File: config.mk
export PLATFORM = sky130hd
export DESIGN_NAME = tcp_stream_reassembler
export DESIGN_NICKNAME = d
export VERILOG_FILES = /design/src/sv/tsr_pkg.sv /design/src/sv/tsr_ram.sv /design/src/sv/tsr_alu.sv /design/src/sv/tcp_stream_reassembler.sv
export SDC_FILE = /design/constraint.sdc
export NUM_CORES = 1
export LEC_CHECK = 0
export BUFFER_PORTS_ARGS = -buffer_cell sky130_fd_sc_hd__buf_2
export CAP_MARGIN = 10
export CORE_MARGIN = 2
export CORE_UTILIZATION = 40
export CTS_BUF_LIST = sky130_fd_sc_hd__clkbuf_8
export CTS_CLUSTER_DIAMETER = 50
export DETAILED_ROUTE_END_ITERATION = 8
export SETUP_SLACK_MARGIN = 0.02
export SLEW_MARGIN = 10
export SYNTH_ARGS = -nofsm -noshare
export SYNTH_HDL_FRONTEND = slang
export SYNTH_SLANG_ARGS = --single-unit
File: constraint.sdc
create_clock -name clk -period 9.2 [get_ports clk]
set_input_delay 0 -clock clk [delete_from_list [all_inputs] [get_ports clk]]
set_output_delay 0 -clock clk [all_outputs]
set_load 0.02 [all_outputs]
File: src/sv/tsr_pkg.sv
// ============================================================================
// tsr_pkg: shared types and constants of the TCP stream reassembler
// Sequencer states, shared adder commands and fixed limits.
// ============================================================================
package tsr_pkg;

	localparam int MAX_RESULTS = 64;
	localparam int N_W         = 7;
	localparam int CNT_MAX     = 127;
	localparam int CAP_RESET   = 64;

	typedef enum logic [3:0] {
		ST_CLEAR,
		ST_IDLE,
		ST_EOF,
		ST_OFF,
		ST_PUT,
		ST_MARK,
		ST_RD,
		ST_CHK,
		ST_INC,
		ST_DIST,
		ST_EMPTY
	} tsr_state_t;

	typedef enum logic {
		ALU_ADD,
		ALU_SUB
	} tsr_alu_op_t;

	typedef struct packed {
		tsr_alu_op_t op;
		logic [31:0] a;
		logic [31:0] b;
	} tsr_alu_req_t;

endpackage

File: src/sv/tsr_ram.sv
// ============================================================================
// tsr_ram: generic single-write, single-read RAM
// One write port, one read port, registered read data.
// ============================================================================
module tsr_ram #(
	parameter int WIDTH = 8,
	parameter int DEPTH = 64
) (
	input  logic                     clk,
	input  logic                     we,
	input  logic [$clog2(DEPTH)-1:0] waddr,
	input  logic [WIDTH-1:0]         wdata,
	input  logic [$clog2(DEPTH)-1:0] raddr,
	output logic [WIDTH-1:0]         rdata
);

	logic [WIDTH-1:0] mem [DEPTH];

	always_ff @(posedge clk) begin
		if (we) begin
			mem[waddr] <= wdata;
		end
		rdata <= mem[raddr];
	end

endmodule

File: src/sv/tsr_alu.sv
// ============================================================================
// tsr_alu: shared 32-bit add/subtract unit
// Serves eof position, window offset, index advance and eof distance.
// ============================================================================
module tsr_alu (
	input  tsr_pkg::tsr_alu_req_t req,
	output logic [31:0]           y
);

	always_comb begin
		unique case (req.op)
			tsr_pkg::ALU_ADD: begin
				y = req.a + req.b;
			end
			tsr_pkg::ALU_SUB: begin
				y = req.a - req.b;
			end
		endcase
	end

endmodule

File: src/sv/tcp_stream_reassembler.sv
// Sequence: an item passes the eof and offset states; a stored byte adds put and mark.
// A segment end adds read and check, then increment, distance and check per emitted
// byte; an empty run adds the empty state. Throughput: one item at a time.
// Reset: asynchronous, active low; afterwards a clearing pass over all WINDOW_DEPTH slots
// zeroes the slot valid RAM while item_stall stays high (config writes still taken).
// ============================================================================
// tcp_stream_reassembler: out-of-order byte stream reassembler
// Stores in-window bytes in a slot RAM and emits the in-order run at segment end.
// ============================================================================
module tcp_stream_reassembler #(
	parameter int WINDOW_DEPTH = 64
) (
	input  logic        clk,
	input  logic        arst_n,
	input  logic        cfg_wr_en,
	input  logic [6:0]  cfg_wr_data,
	input  logic        item_valid,
	output logic        item_stall,
	input  logic        has_byte,
	input  logic [7:0]  byte_value,
	input  logic [31:0] byte_index,
	input  logic        segment_end,
	input  logic        eof,
	input  logic [6:0]  downstream_buffered,
	output logic        result_valid,
	input  logic        result_stall,
	output logic        out_valid,
	output logic [7:0]  out_byte,
	output logic        run_last,
	output logic        stream_closed,
	output logic [6:0]  unassembled_count,
	output logic        store_empty
);

	localparam int AW = $clog2(WINDOW_DEPTH);
	localparam int HW = $clog2(WINDOW_DEPTH + 1);
	localparam int NW = tsr_pkg::N_W;

	tsr_pkg::tsr_state_t   state_q, state_d;
	tsr_pkg::tsr_alu_req_t alu_req;
	logic [31:0]           alu_y;

	logic [AW-1:0] clr_q, head_q, slot_q, off_q;
	logic [HW-1:0] held_q;
	logic [NW-1:0] n_q;
	logic [31:0]   ne_q, eofp_q;
	logic          eof_seen_q, closed_q;
	logic [6:0]    cap_q;

	logic          has_q, seg_q, eofi_q;
	logic [7:0]    val_q;
	logic [31:0]   idx_q;
	logic [6:0]    down_q;

	logic          pend_valid_q, pend_closed_q, pend_empty_q;
	logic [7:0]    pend_byte_q;
	logic [6:0]    pend_cnt_q;

	logic          res_valid_q, res_out_valid_q, res_last_q, res_closed_q, res_empty_q;
	logic [7:0]    res_byte_q;
	logic [6:0]    res_cnt_q;

	logic          vld_we, vld_wdata, vld_rdata;
	logic [AW-1:0] vld_waddr, vld_raddr;
	logic          dat_we;
	logic [7:0]    dat_rdata;

	logic          accept, eof_wr, off_ld, mark_inc, emit, fin_pend, fin_empty, inc_ne, dist_ld;
	logic          out_free, cond, in_win, reached;
	logic [6:0]    win_raw;
	logic [AW:0]   slot_sum, slot_wide;
	logic [AW-1:0] slot_nx, head_nx;
	logic [HW+6:0] held_ext;
	logic [6:0]    held_sat;

	tsr_alu u_alu (
		.req(alu_req),
		.y  (alu_y)
	);

	tsr_ram #(.WIDTH(1), .DEPTH(WINDOW_DEPTH)) u_vld_ram (
		.clk  (clk),
		.we   (vld_we),
		.waddr(vld_waddr),
		.wdata(vld_wdata),
		.raddr(vld_raddr),
		.rdata(vld_rdata)
	);

	tsr_ram #(.WIDTH(8), .DEPTH(WINDOW_DEPTH)) u_dat_ram (
		.clk  (clk),
		.we   (dat_we),
		.waddr(slot_nx),
		.wdata(val_q),
		.raddr(head_q),
		.rdata(dat_rdata)
	);

	assign win_raw   = (cap_q > down_q) ? (cap_q - down_q) : 7'd0;
	assign in_win    = (alu_y < {25'd0, win_raw}) && (alu_y < 32'(WINDOW_DEPTH));
	assign slot_sum  = {1'b0, head_q} + {1'b0, off_q};
	assign slot_wide = (slot_sum >= (AW+1)'(WINDOW_DEPTH)) ?
		(slot_sum - (AW+1)'(WINDOW_DEPTH)) : slot_sum;
	assign slot_nx   = slot_wide[AW-1:0];
	assign head_nx   = (head_q == AW'(WINDOW_DEPTH - 1)) ? '0 : (head_q + 1'b1);
	assign reached   = eof_seen_q && ((alu_y == 32'd0) || alu_y[31]);
	assign held_ext  = (HW+7)'(held_q);
	assign held_sat  = (held_ext > (HW+7)'(tsr_pkg::CNT_MAX)) ?
		7'(tsr_pkg::CNT_MAX) : held_ext[6:0];
	assign out_free  = !res_valid_q || !result_stall;
	assign cond      = vld_rdata && (n_q < NW'(tsr_pkg::MAX_RESULTS));

	// next state
	always_comb begin
		state_d = state_q;
		unique case (state_q)
			tsr_pkg::ST_CLEAR: begin
				if (clr_q == AW'(WINDOW_DEPTH - 1)) state_d = tsr_pkg::ST_IDLE;
			end
			tsr_pkg::ST_IDLE: begin
				if (item_valid) state_d = tsr_pkg::ST_EOF;
			end
			tsr_pkg::ST_EOF: begin
				state_d = tsr_pkg::ST_OFF;
			end
			tsr_pkg::ST_OFF: begin
				if (has_q && in_win) state_d = tsr_pkg::ST_PUT;
				else if (seg_q) state_d = tsr_pkg::ST_RD;
				else state_d = tsr_pkg::ST_IDLE;
			end
			tsr_pkg::ST_PUT: begin
				state_d = tsr_pkg::ST_MARK;
			end
			tsr_pkg::ST_MARK: begin
				state_d = seg_q ? tsr_pkg::ST_RD : tsr_pkg::ST_IDLE;
			end
			tsr_pkg::ST_RD: begin
				state_d = tsr_pkg::ST_CHK;
			end
			tsr_pkg::ST_CHK: begin
				if (cond) begin
					if (!pend_valid_q || out_free) state_d = tsr_pkg::ST_INC;
				end else if (pend_valid_q) begin
					if (out_free) state_d = tsr_pkg::ST_IDLE;
				end else begin
					state_d = tsr_pkg::ST_EMPTY;
				end
			end
			tsr_pkg::ST_INC: begin
				state_d = tsr_pkg::ST_DIST;
			end
			tsr_pkg::ST_DIST: begin
				state_d = tsr_pkg::ST_CHK;
			end
			tsr_pkg::ST_EMPTY: begin
				if (out_free) state_d = tsr_pkg::ST_IDLE;
			end
			default: begin
				state_d = tsr_pkg::ST_IDLE;
			end
		endcase
	end

	// sequencer outputs
	always_comb begin
		item_stall = 1'b1;
		alu_req    = '{op: tsr_pkg::ALU_ADD, a: ne_q, b: 32'd0};
		vld_we     = 1'b0;
		vld_waddr  = head_q;
		vld_wdata  = 1'b0;
		vld_raddr  = head_q;
		dat_we     = 1'b0;
		eof_wr     = 1'b0;
		off_ld     = 1'b0;
		mark_inc   = 1'b0;
		emit       = 1'b0;
		fin_pend   = 1'b0;
		fin_empty  = 1'b0;
		inc_ne     = 1'b0;
		dist_ld    = 1'b0;
		unique case (state_q)
			tsr_pkg::ST_CLEAR: begin
				vld_we    = 1'b1;
				vld_waddr = clr_q;
			end
			tsr_pkg::ST_IDLE: begin
				item_stall = 1'b0;
			end
			tsr_pkg::ST_EOF: begin
				alu_req = '{op: tsr_pkg::ALU_ADD, a: idx_q, b: {31'd0, has_q}};
				eof_wr  = eofi_q;
			end
			tsr_pkg::ST_OFF: begin
				alu_req = '{op: tsr_pkg::ALU_SUB, a: idx_q, b: ne_q};
				off_ld  = 1'b1;
			end
			tsr_pkg::ST_PUT: begin
				dat_we    = 1'b1;
				vld_raddr = slot_nx;
			end
			tsr_pkg::ST_MARK: begin
				vld_we    = 1'b1;
				vld_waddr = slot_q;
				vld_wdata = 1'b1;
				mark_inc  = !vld_rdata;
			end
			tsr_pkg::ST_RD: begin
			end
			tsr_pkg::ST_CHK: begin
				emit     = cond && (!pend_valid_q || out_free);
				fin_pend = !cond && pend_valid_q && out_free;
				vld_we   = emit;
			end
			tsr_pkg::ST_INC: begin
				alu_req = '{op: tsr_pkg::ALU_ADD, a: ne_q, b: 32'd1};
				inc_ne  = 1'b1;
			end
			tsr_pkg::ST_DIST: begin
				alu_req = '{op: tsr_pkg::ALU_SUB, a: eofp_q, b: ne_q};
				dist_ld = 1'b1;
			end
			tsr_pkg::ST_EMPTY: begin
				alu_req   = '{op: tsr_pkg::ALU_SUB, a: eofp_q, b: ne_q};
				fin_empty = out_free;
			end
			default: begin
			end
		endcase
	end

	assign accept = item_valid && !item_stall;

	always_ff @(posedge clk or negedge arst_n) begin
		if (!arst_n) begin
			state_q      <= tsr_pkg::ST_CLEAR;
			clr_q        <= '0;
			head_q       <= '0;
			held_q       <= '0;
			n_q          <= '0;
			ne_q         <= '0;
			eof_seen_q   <= 1'b0;
			closed_q     <= 1'b0;
			cap_q        <= 7'(tsr_pkg::CAP_RESET);
			pend_valid_q <= 1'b0;
			res_valid_q  <= 1'b0;
		end else begin
			state_q <= state_d;
			if (state_q == tsr_pkg::ST_CLEAR) clr_q <= clr_q + 1'b1;
			if (cfg_wr_en) cap_q <= cfg_wr_data;
			if (accept) n_q <= '0;
			if (eof_wr) eof_seen_q <= 1'b1;
			if (mark_inc) held_q <= held_q + 1'b1;
			if (emit) begin
				held_q       <= held_q - 1'b1;
				head_q       <= head_nx;
				n_q          <= n_q + 1'b1;
				pend_valid_q <= 1'b1;
			end
			if (inc_ne) ne_q <= alu_y;
			if (fin_pend) begin
				pend_valid_q <= 1'b0;
				closed_q     <= pend_closed_q;
			end
			if (fin_empty) closed_q <= closed_q || reached;
			if ((emit && pend_valid_q) || fin_pend || fin_empty) begin
				res_valid_q <= 1'b1;
			end else if (!result_stall) begin
				res_valid_q <= 1'b0;
			end
		end
	end

	always_ff @(posedge clk) begin
		if (accept) begin
			has_q  <= has_byte;
			val_q  <= byte_value;
			idx_q  <= byte_index;
			seg_q  <= segment_end;
			eofi_q <= eof;
			down_q <= downstream_buffered;
		end
		if (eof_wr) eofp_q <= alu_y;
		if (off_ld) off_q <= alu_y[AW-1:0];
		if (state_q == tsr_pkg::ST_PUT) slot_q <= slot_nx;
		if (emit) pend_byte_q <= dat_rdata;
		if (dist_ld) begin
			pend_closed_q <= closed_q || reached;
			pend_cnt_q    <= held_sat;
			pend_empty_q  <= (held_q == '0);
		end
		if (fin_empty) begin
			res_out_valid_q <= 1'b0;
			res_byte_q      <= 8'd0;
			res_last_q      <= 1'b1;
			res_closed_q    <= closed_q || reached;
			res_cnt_q       <= held_sat;
			res_empty_q     <= (held_q == '0);
		end else if ((emit && pend_valid_q) || fin_pend) begin
			res_out_valid_q <= 1'b1;
			res_byte_q      <= pend_byte_q;
			res_last_q      <= fin_pend;
			res_closed_q    <= pend_closed_q;
			res_cnt_q       <= pend_cnt_q;
			res_empty_q     <= pend_empty_q;
		end
	end

	assign result_valid      = res_valid_q;
	assign out_valid         = res_out_valid_q;
	assign out_byte          = res_byte_q;
	assign run_last          = res_last_q;
	assign stream_closed     = res_closed_q;
	assign unassembled_count = res_cnt_q;
	assign store_empty       = res_empty_q;

endmodule

### Yosys cells after proc, flatten, opt, wreduce, memory -nomap -nowiden

Memory sizes are Yosys's and may differ from the RTL's. A register that Yosys moved wholly into a read port is not among the register bits.
Index checks and enable logic that the tools add are counted.

* add/subtract/negate cells: 10
* order comparisons: 6
* equal/unequal tests: 16
* muxes and demuxes: 49
* bitwise logic cells: 1
* reductions and logical operators: 32

Operators by type and width (number)
* $pmux W65 S4: 1
* $pmux W32 S2: 1
* $mux W7: 8
* $pmux W4 S10: 1
* $add A32 B32 Y32: 1
* $logic_not A32 Y1: 1
* $lt A32 B7 Y1: 1
* $lt A32 B7 Y1 const B: 1
* $sub A32 B32 Y32: 1
* $mux W1: 25
* $mux W4: 6
* $mux W6: 3
* $eq A4 B3 Y1 const B: 4
* $add A7 B1 Y7 const B: 2
* $add A6 B1 Y6 const B: 2
* $eq A4 B4 Y1 const B: 3
* $eq A6 B6 Y1 const B: 2
* $pmux W6 S2: 1
* $reduce_bool A2 Y1: 5
* $logic_and A1 B1 Y1: 9
* $eq A4 B2 Y1 const B: 2
* $add A6 B6 Y7: 1
* $ge A7 B7 Y1 const B: 1
* $gt A7 B7 Y1: 1
* 18 further kinds: 31

* register bits: 203
* memory bits (writable): 576
* bits of input ports: 62
* logic and storage cells: 146
* memories: 2

Memories
* u_dat_ram.mem: depth 64, width 8, rd ports 1, clocked after memory_dff 1, write ports 1, line tsr_ram.sv:17 `logic [WIDTH-1:0] mem [DEPTH];`
* u_vld_ram.mem: depth 64, width 1, rd ports 1, clocked after memory_dff 1, write ports 1, line tsr_ram.sv:17

### Logic depth before layout (Yosys ltp)

* depth in word-level cells: 10
* mapped depth: 23
* gate-level depth less buffers: 20

### Modules after synthesis

From an unflattened synthesis, not the netlist that was laid out.

* cells, all modules: 2242
* area, all modules: 34556.9 um^2

By module, submodules not included
* tsr_ram at u_dat_ram: instances 1, cells each 940, area an instance 20166.8 um^2, seq. area each 15534.9 um^2
* tcp_stream_reassembler: instances 1, cells each 750, area an instance 9151.3 um^2, seq. area each 5631.7 um^2
* tsr_ram at u_vld_ram: instances 1, cells each 204, area an instance 2914.0 um^2, seq. area each 1941.9 um^2
* tsr_alu: instances 1, cells each 348, area an instance 2324.7 um^2, seq. area each 0.0 um^2

### Worst setup path before layout

OpenSTA, ideal clock, no wires.

* path type: flip-flop to flip-flop
* start point: register state_q[3]
* end point: register res_closed_q, in the netlist stream_closed, data pin
* setup time: 0.152 ns
* data arrival time: 4.851 ns
* path slack: 4.197 ns
* cell stages (with the launch flop): 21
* buffers on the path: 3
* cell sequence: dfrtp_1 > nor2b_1 > and2_1 > clkbuf_1 > nand2b_1 > clkbuf_1 > a21oi_1 > ha_1 > nand2_1 > clkbuf_1 > o21ai_0 > ha_1 > a21o_1 > a21o_1 > o2111ai_2 > nand3_2 > a2111o_1 > a21o_1 > a2111o_1 > or4_4 > a31oi_1

* cells in the longest elaborated chain, start to end: 10

RTL lines
* start, declared: line tcp_stream_reassembler.sv:39 `tsr_pkg::tsr_state_t state_q, state_d;`
* start signal, assigned: line tcp_stream_reassembler.sv:235 `state_q <= tsr_pkg::ST_CLEAR;`
* start signal, assigned: line tcp_stream_reassembler.sv:247 `state_q <= state_d;`
* $eq A4 B4 Y1: line tcp_stream_reassembler.sv:181 `unique case (state_q)`
* $reduce_or A2 Y1 (no source line)
* $pmux W65 S4: line tcp_stream_reassembler.sv:181
* $sub A32 B32 Y32, or another cell as far along: line tsr_alu.sv:16 `y = req.a - req.b;`
* $pmux W32 S2: line tsr_alu.sv:11 `unique case (req.op)`
* $logic_not A32 Y1: line tcp_stream_reassembler.sv:106 `assign reached = eof_seen_q && ((alu_y == 32'd0) || alu_y[31]);`
* $logic_or A1 B1 Y1: line tcp_stream_reassembler.sv:106
* $logic_and A1 B1 Y1: line tcp_stream_reassembler.sv:106
* $logic_or A1 B1 Y1: line tcp_stream_reassembler.sv:295 `res_closed_q <= closed_q || reached;`
* $mux W1 *: line tcp_stream_reassembler.sv:291 `if (fin_empty) begin`
* end signal, assigned: line tcp_stream_reassembler.sv:295
* end signal, assigned: line tcp_stream_reassembler.sv:302 `res_closed_q <= pend_closed_q;`
* end, declared: line tcp_stream_reassembler.sv:59 `logic res_valid_q, res_out_valid_q, res_last_q, res_closed_q, res_empty_q;`

Mark *: on every way between the ends. The rest lies on a longest branch, timed or not.
A chain may end at the register's enable or synchronous reset.

### Worst setup path in the final report

* start point: register state_q[3]
* end point: register state_q[1]

* cells in the longest elaborated chain, start to end: 10

RTL lines
* $eq A4 B4 Y1: line tcp_stream_reassembler.sv:116, tcp_stream_reassembler.sv:181
* $reduce_or A2 Y1 (no source line)
* $pmux W65 S4: line tcp_stream_reassembler.sv:181
* $sub A32 B32 Y32, or another cell as far along: line tsr_alu.sv:16
* $pmux W32 S2: line tsr_alu.sv:11
* $lt A32 B7 Y1: line tcp_stream_reassembler.sv:100 `assign in_win = (alu_y < {25'd0, win_raw}) && (alu_y < 32'(WINDOW_DEPTH));`
* $logic_and A1 B1 Y1: line tcp_stream_reassembler.sv:100
* $logic_and A1 B1 Y1: line tcp_stream_reassembler.sv:127 `if (has_q && in_win) state_d = tsr_pkg::ST_PUT;`
* $mux W3: line tcp_stream_reassembler.sv:127
* $pmux W4 S10: line tcp_stream_reassembler.sv:116 `unique case (state_q)`

Parallel ways exist; a longest one is shown, timed or not.

==> impl_metrics.toml <==
[clock_tree]
cts.htree.levels = 4
clkLatencyLatePin_ps = 810
cts_hold_buffers = 126
clock_path_buffers = 3
postCtsSetupBuffers = 0
cts.clk_slew.worst_paths_ps = 60
cts_sinks = 788
cts_root_buf = "clkbuf_8"
cts-resized-gates = 0
cts_tree = "built"
cts_made_buffers = 131

[global_route]
grt_pass1_wl_um = 123000
first_global_vias = 20400
grt_usage_pct = 18.9
grt_max_degree = 72
grt.overflow.total = 0
antenna_found_initial = 6

[placement]
portBuffers = 82
dp_hpwl_um = 49900
place_congestion = 0.859

[synthesis]
synth_cell_types = 81
synth_nets = 2218
syn-cell-area_um2 = 34000
synth_seq_cells = 788
synth.avg_cell_area_um2 = 16.3
ys_warn_count = 0
ys_async_sr_fraction_pct = 9.26
synth_top_flop_cell = "edfxtp_1"
synth_cells = 2090
synth_edf_count = 696
seq_area_frac_synth_pct = 67.9

[drt]
wire_per_inst_um = 22.9
wl_met2_um = 39500
via_per_inst = 5.55
vias = 19900
detail_route.wirelength_um = 82100
maxUsedRoutingLayer = "met5"
drc = 0
ant_nets = 0
firstDrtPassIters = 6
first_iter_violations = 1597
dr_wl_met3_um = 5300
wl_met1_um = 35100

[timing]
hold_ws_ps = 33.6
worst_pin_slew_ps = 1060
fin_crit_ps = 6890
setup_viol = 0
rsz0062_at_grt = "no"
drv_slew = 0
clock.fmax_mhz = 145
finalHoldViolCount = 0
max-slew-margin-rel_pct = 29.2
fin_skew_ps = 45.3
finalSetupTns_ps = 0
fin_crit_sh_pct = 74.9

[power]
ir_drop_mv = 0.181
power_density_nw_per_um2 = 318
swShare_pct = 37.3
internal_power_mw = 7.86
seqPwrFrac_pct = 37.0
p_comb_share_pct = 39.3
switchingPower_mw = 4.67
pwr-share-clk_pct = 23.7
p_leak_nw = 13.7

[floorplan]
die_y_um = 296
core_area_um2 = 84000
dieArea_um2 = 87400
die-width_um = 296
start_util_pct = 40.5
ios = 83
num_rows = 106

[cells_and_area]
area_growth_syn_to_layout_pct = 16.0
drive_above_1_share_pct = 21.9
finalNetCount = 2487
final_util_pct = 47.0

[setup_path]
startpoint_type = "register"
cp_max_fo = 32
timing_worst_setup_path_type = "register to register"
end_kind = "register"
cp.arrival_ps = 7530
required_ps = 9840

[status]
outcome = "finished clean"

[worst_hold_path]
min_path_type = "input port to asynchronous set/reset pin"

[flow_run]
cap_violations = 0
## metrics by stage
stage	area, µm²	cells	total power, mW	worst slack (ps)
CTS	39500	3588	12.6	2300
global route	39500	3591	13.3	1660
floorplan	34000	2090	8.13	4200
finish	39500	3591	12.5	2310
detailed placement	35700	3234	9.56	2370
global placement	35700	3234	9.50	2580
## cell usage after synthesis, types with 5 or more instances
master,n,area [µm²]
o31ai_1,8,60.1
nor4_1,8,50.1
clkbuf_1,73,274
mux2_2,34,383
o211ai_1,8,60.1
o2111ai_1,6,52.6
edfxtp_1,696,20900
a22oi_1,7,52.6
or3_1,9,56.3
buf_2,9,45.0
nand2_1,133,499
a21oi_1,79,395
inv_1,62,233
nand2b_1,13,81.3
a222oi_1,31,310
nand4_1,20,125
xnor2_1,26,228
and3_1,16,100
dfxtp_1,19,380
mux4_2,184,4140
buf_1,18,67.6
o21a_1,7,52.6
ha_1,62,776
nor3_1,14,70.1
or4_1,5,37.5
xor2_1,14,123
a31oi_1,12,75.1
a211oi_1,18,135
and2_1,12,75.1
nand3_1,29,145
dfrtp_1,72,1800
nor2b_1,21,131
mux2i_1,17,170
a21o_1,21,158
o21ai_0,60,300
nor2_1,186,698
nand3b_1,6,45.0
## critical path, cell delays in order (launching register included)
cell and delay [ps]:
dfrtp_1 650, nor2b_1 410, and2_1 180, buf_4 370, nand2b_1 790, a21oi_1 210
ha_1 270, nand2_1 450, o21ai_0 190, ha_1 500, a21oi_2 140, o21ai_0 410
nor2_1 110, a211oi_1 510, o31a_1 260, o22ai_1 120, a2111o_1 430, nor4_1 590
o31ai_1 140
## worst paths after layout
check / start / end / slack (ps) / depth (start not counted)
worst min register to register: u_dat_ram.rdata[3]$_DFF_P_ / pend_byte_q[3]$_DFFE_PP_ / 400 / 0
worst min-delay path: arst_n / n_q[4]$_DFFE_PN0P_ / 30 / 3
min in group clk: cfg_wr_en / cap_q[0]$_DFFE_PN0P_ / 100 / 3
max in group asynchronous: arst_n / head_q[0]$_DFFE_PN0P_ / 8370 / 3
worst max register to register: state_q[3]$_DFFE_PN0P_ / state_q[1]$_DFFE_PN0P_ / 2310 / 18
worst max-delay path: state_q[3]$_DFFE_PN0P_ / state_q[1]$_DFFE_PN0P_ / 2310 / 18
## power by group through the flow
stage / Sequential (mW) / Combinational, mW / Clock [mW]
2_1_floorplan: 4.64 / 3.50 / 0
3_3_place_gp: 4.70 / 4.81 / 0
3_5_place_dp: 4.71 / 4.85 / 0
4_1_cts: 4.64 / 4.92 / 3.05
5_1_grt: 4.67 / 5.40 / 3.19
6_report: 4.63 / 4.93 / 2.98
## area by class of cell
| type | instances | area, µm² |
|---|---|---|
| Fill cell | 7117 | 44500 |
| Sequential cell | 788 | 23100 |
| Multi-Input combinational cell | 1137 | 10300 |
| Clock buffer | 141 | 1940 |
| Timing Repair Buffer | 236 | 1880 |
| Tap cell | 1134 | 1420 |
| Clock inverter | 87 | 554 |
| Inverter | 65 | 244 |
| Antenna cell | 3 | 7.51 |
## layer usage
layer	vias to the layer above	track usage, %
li1	8853	-
met5	-	0
met3	159	4.61
met2	659	30.3
met1	10200	25.1
met4	4	6.86
## cells by family after synthesis
kind of cell,after synthesis,share of synthesized area (%)
AO/OA/AOI/OAI,307,6.26
XOR/XNOR,40,1.03
adder cells (fa/ha/maj),66,2.51
buffers and inverters,165,1.85
flip-flops,788,67.9
multiplexers,235,13.8
AND/OR/NAND/NOR,489,6.64
## registers in the layout, summed over array words and instances (netlist names), 7 cells and up
register / count
pend_byte_q: 8
down_q: 7
u_dat_ram.mem: 512
out_byte: 8
val_q: 8
n_q: 7
u_vld_ram.mem: 64
idx_q: 32
held_q: 7
unassembled_count: 7
pend_cnt_q: 7
eofp_q: 32
cap_q: 7
u_dat_ram.rdata: 8
ne_q: 32
## layout by cell type (no fill, tap or decap), types with 21 or more instances in the layout
master         instances
a21oi_1               79
mux4_2               184
o21ai_0               60
dfrtp_1               69
nand3_1               29
a222oi_1              31
a21o_1                21
edfxtp_1             696
mux2_2                34
nand2_1              133
clkinv_2              21
ha_1                  62
xnor2_1               26
nor2b_1               21
inv_1                 93
buf_4                 29
nor2_1               186
dlygate4sd3_1        126
clkbuf_8             141
buf_2                 81
Note: power is estimated with default switching activity, not from simulation.
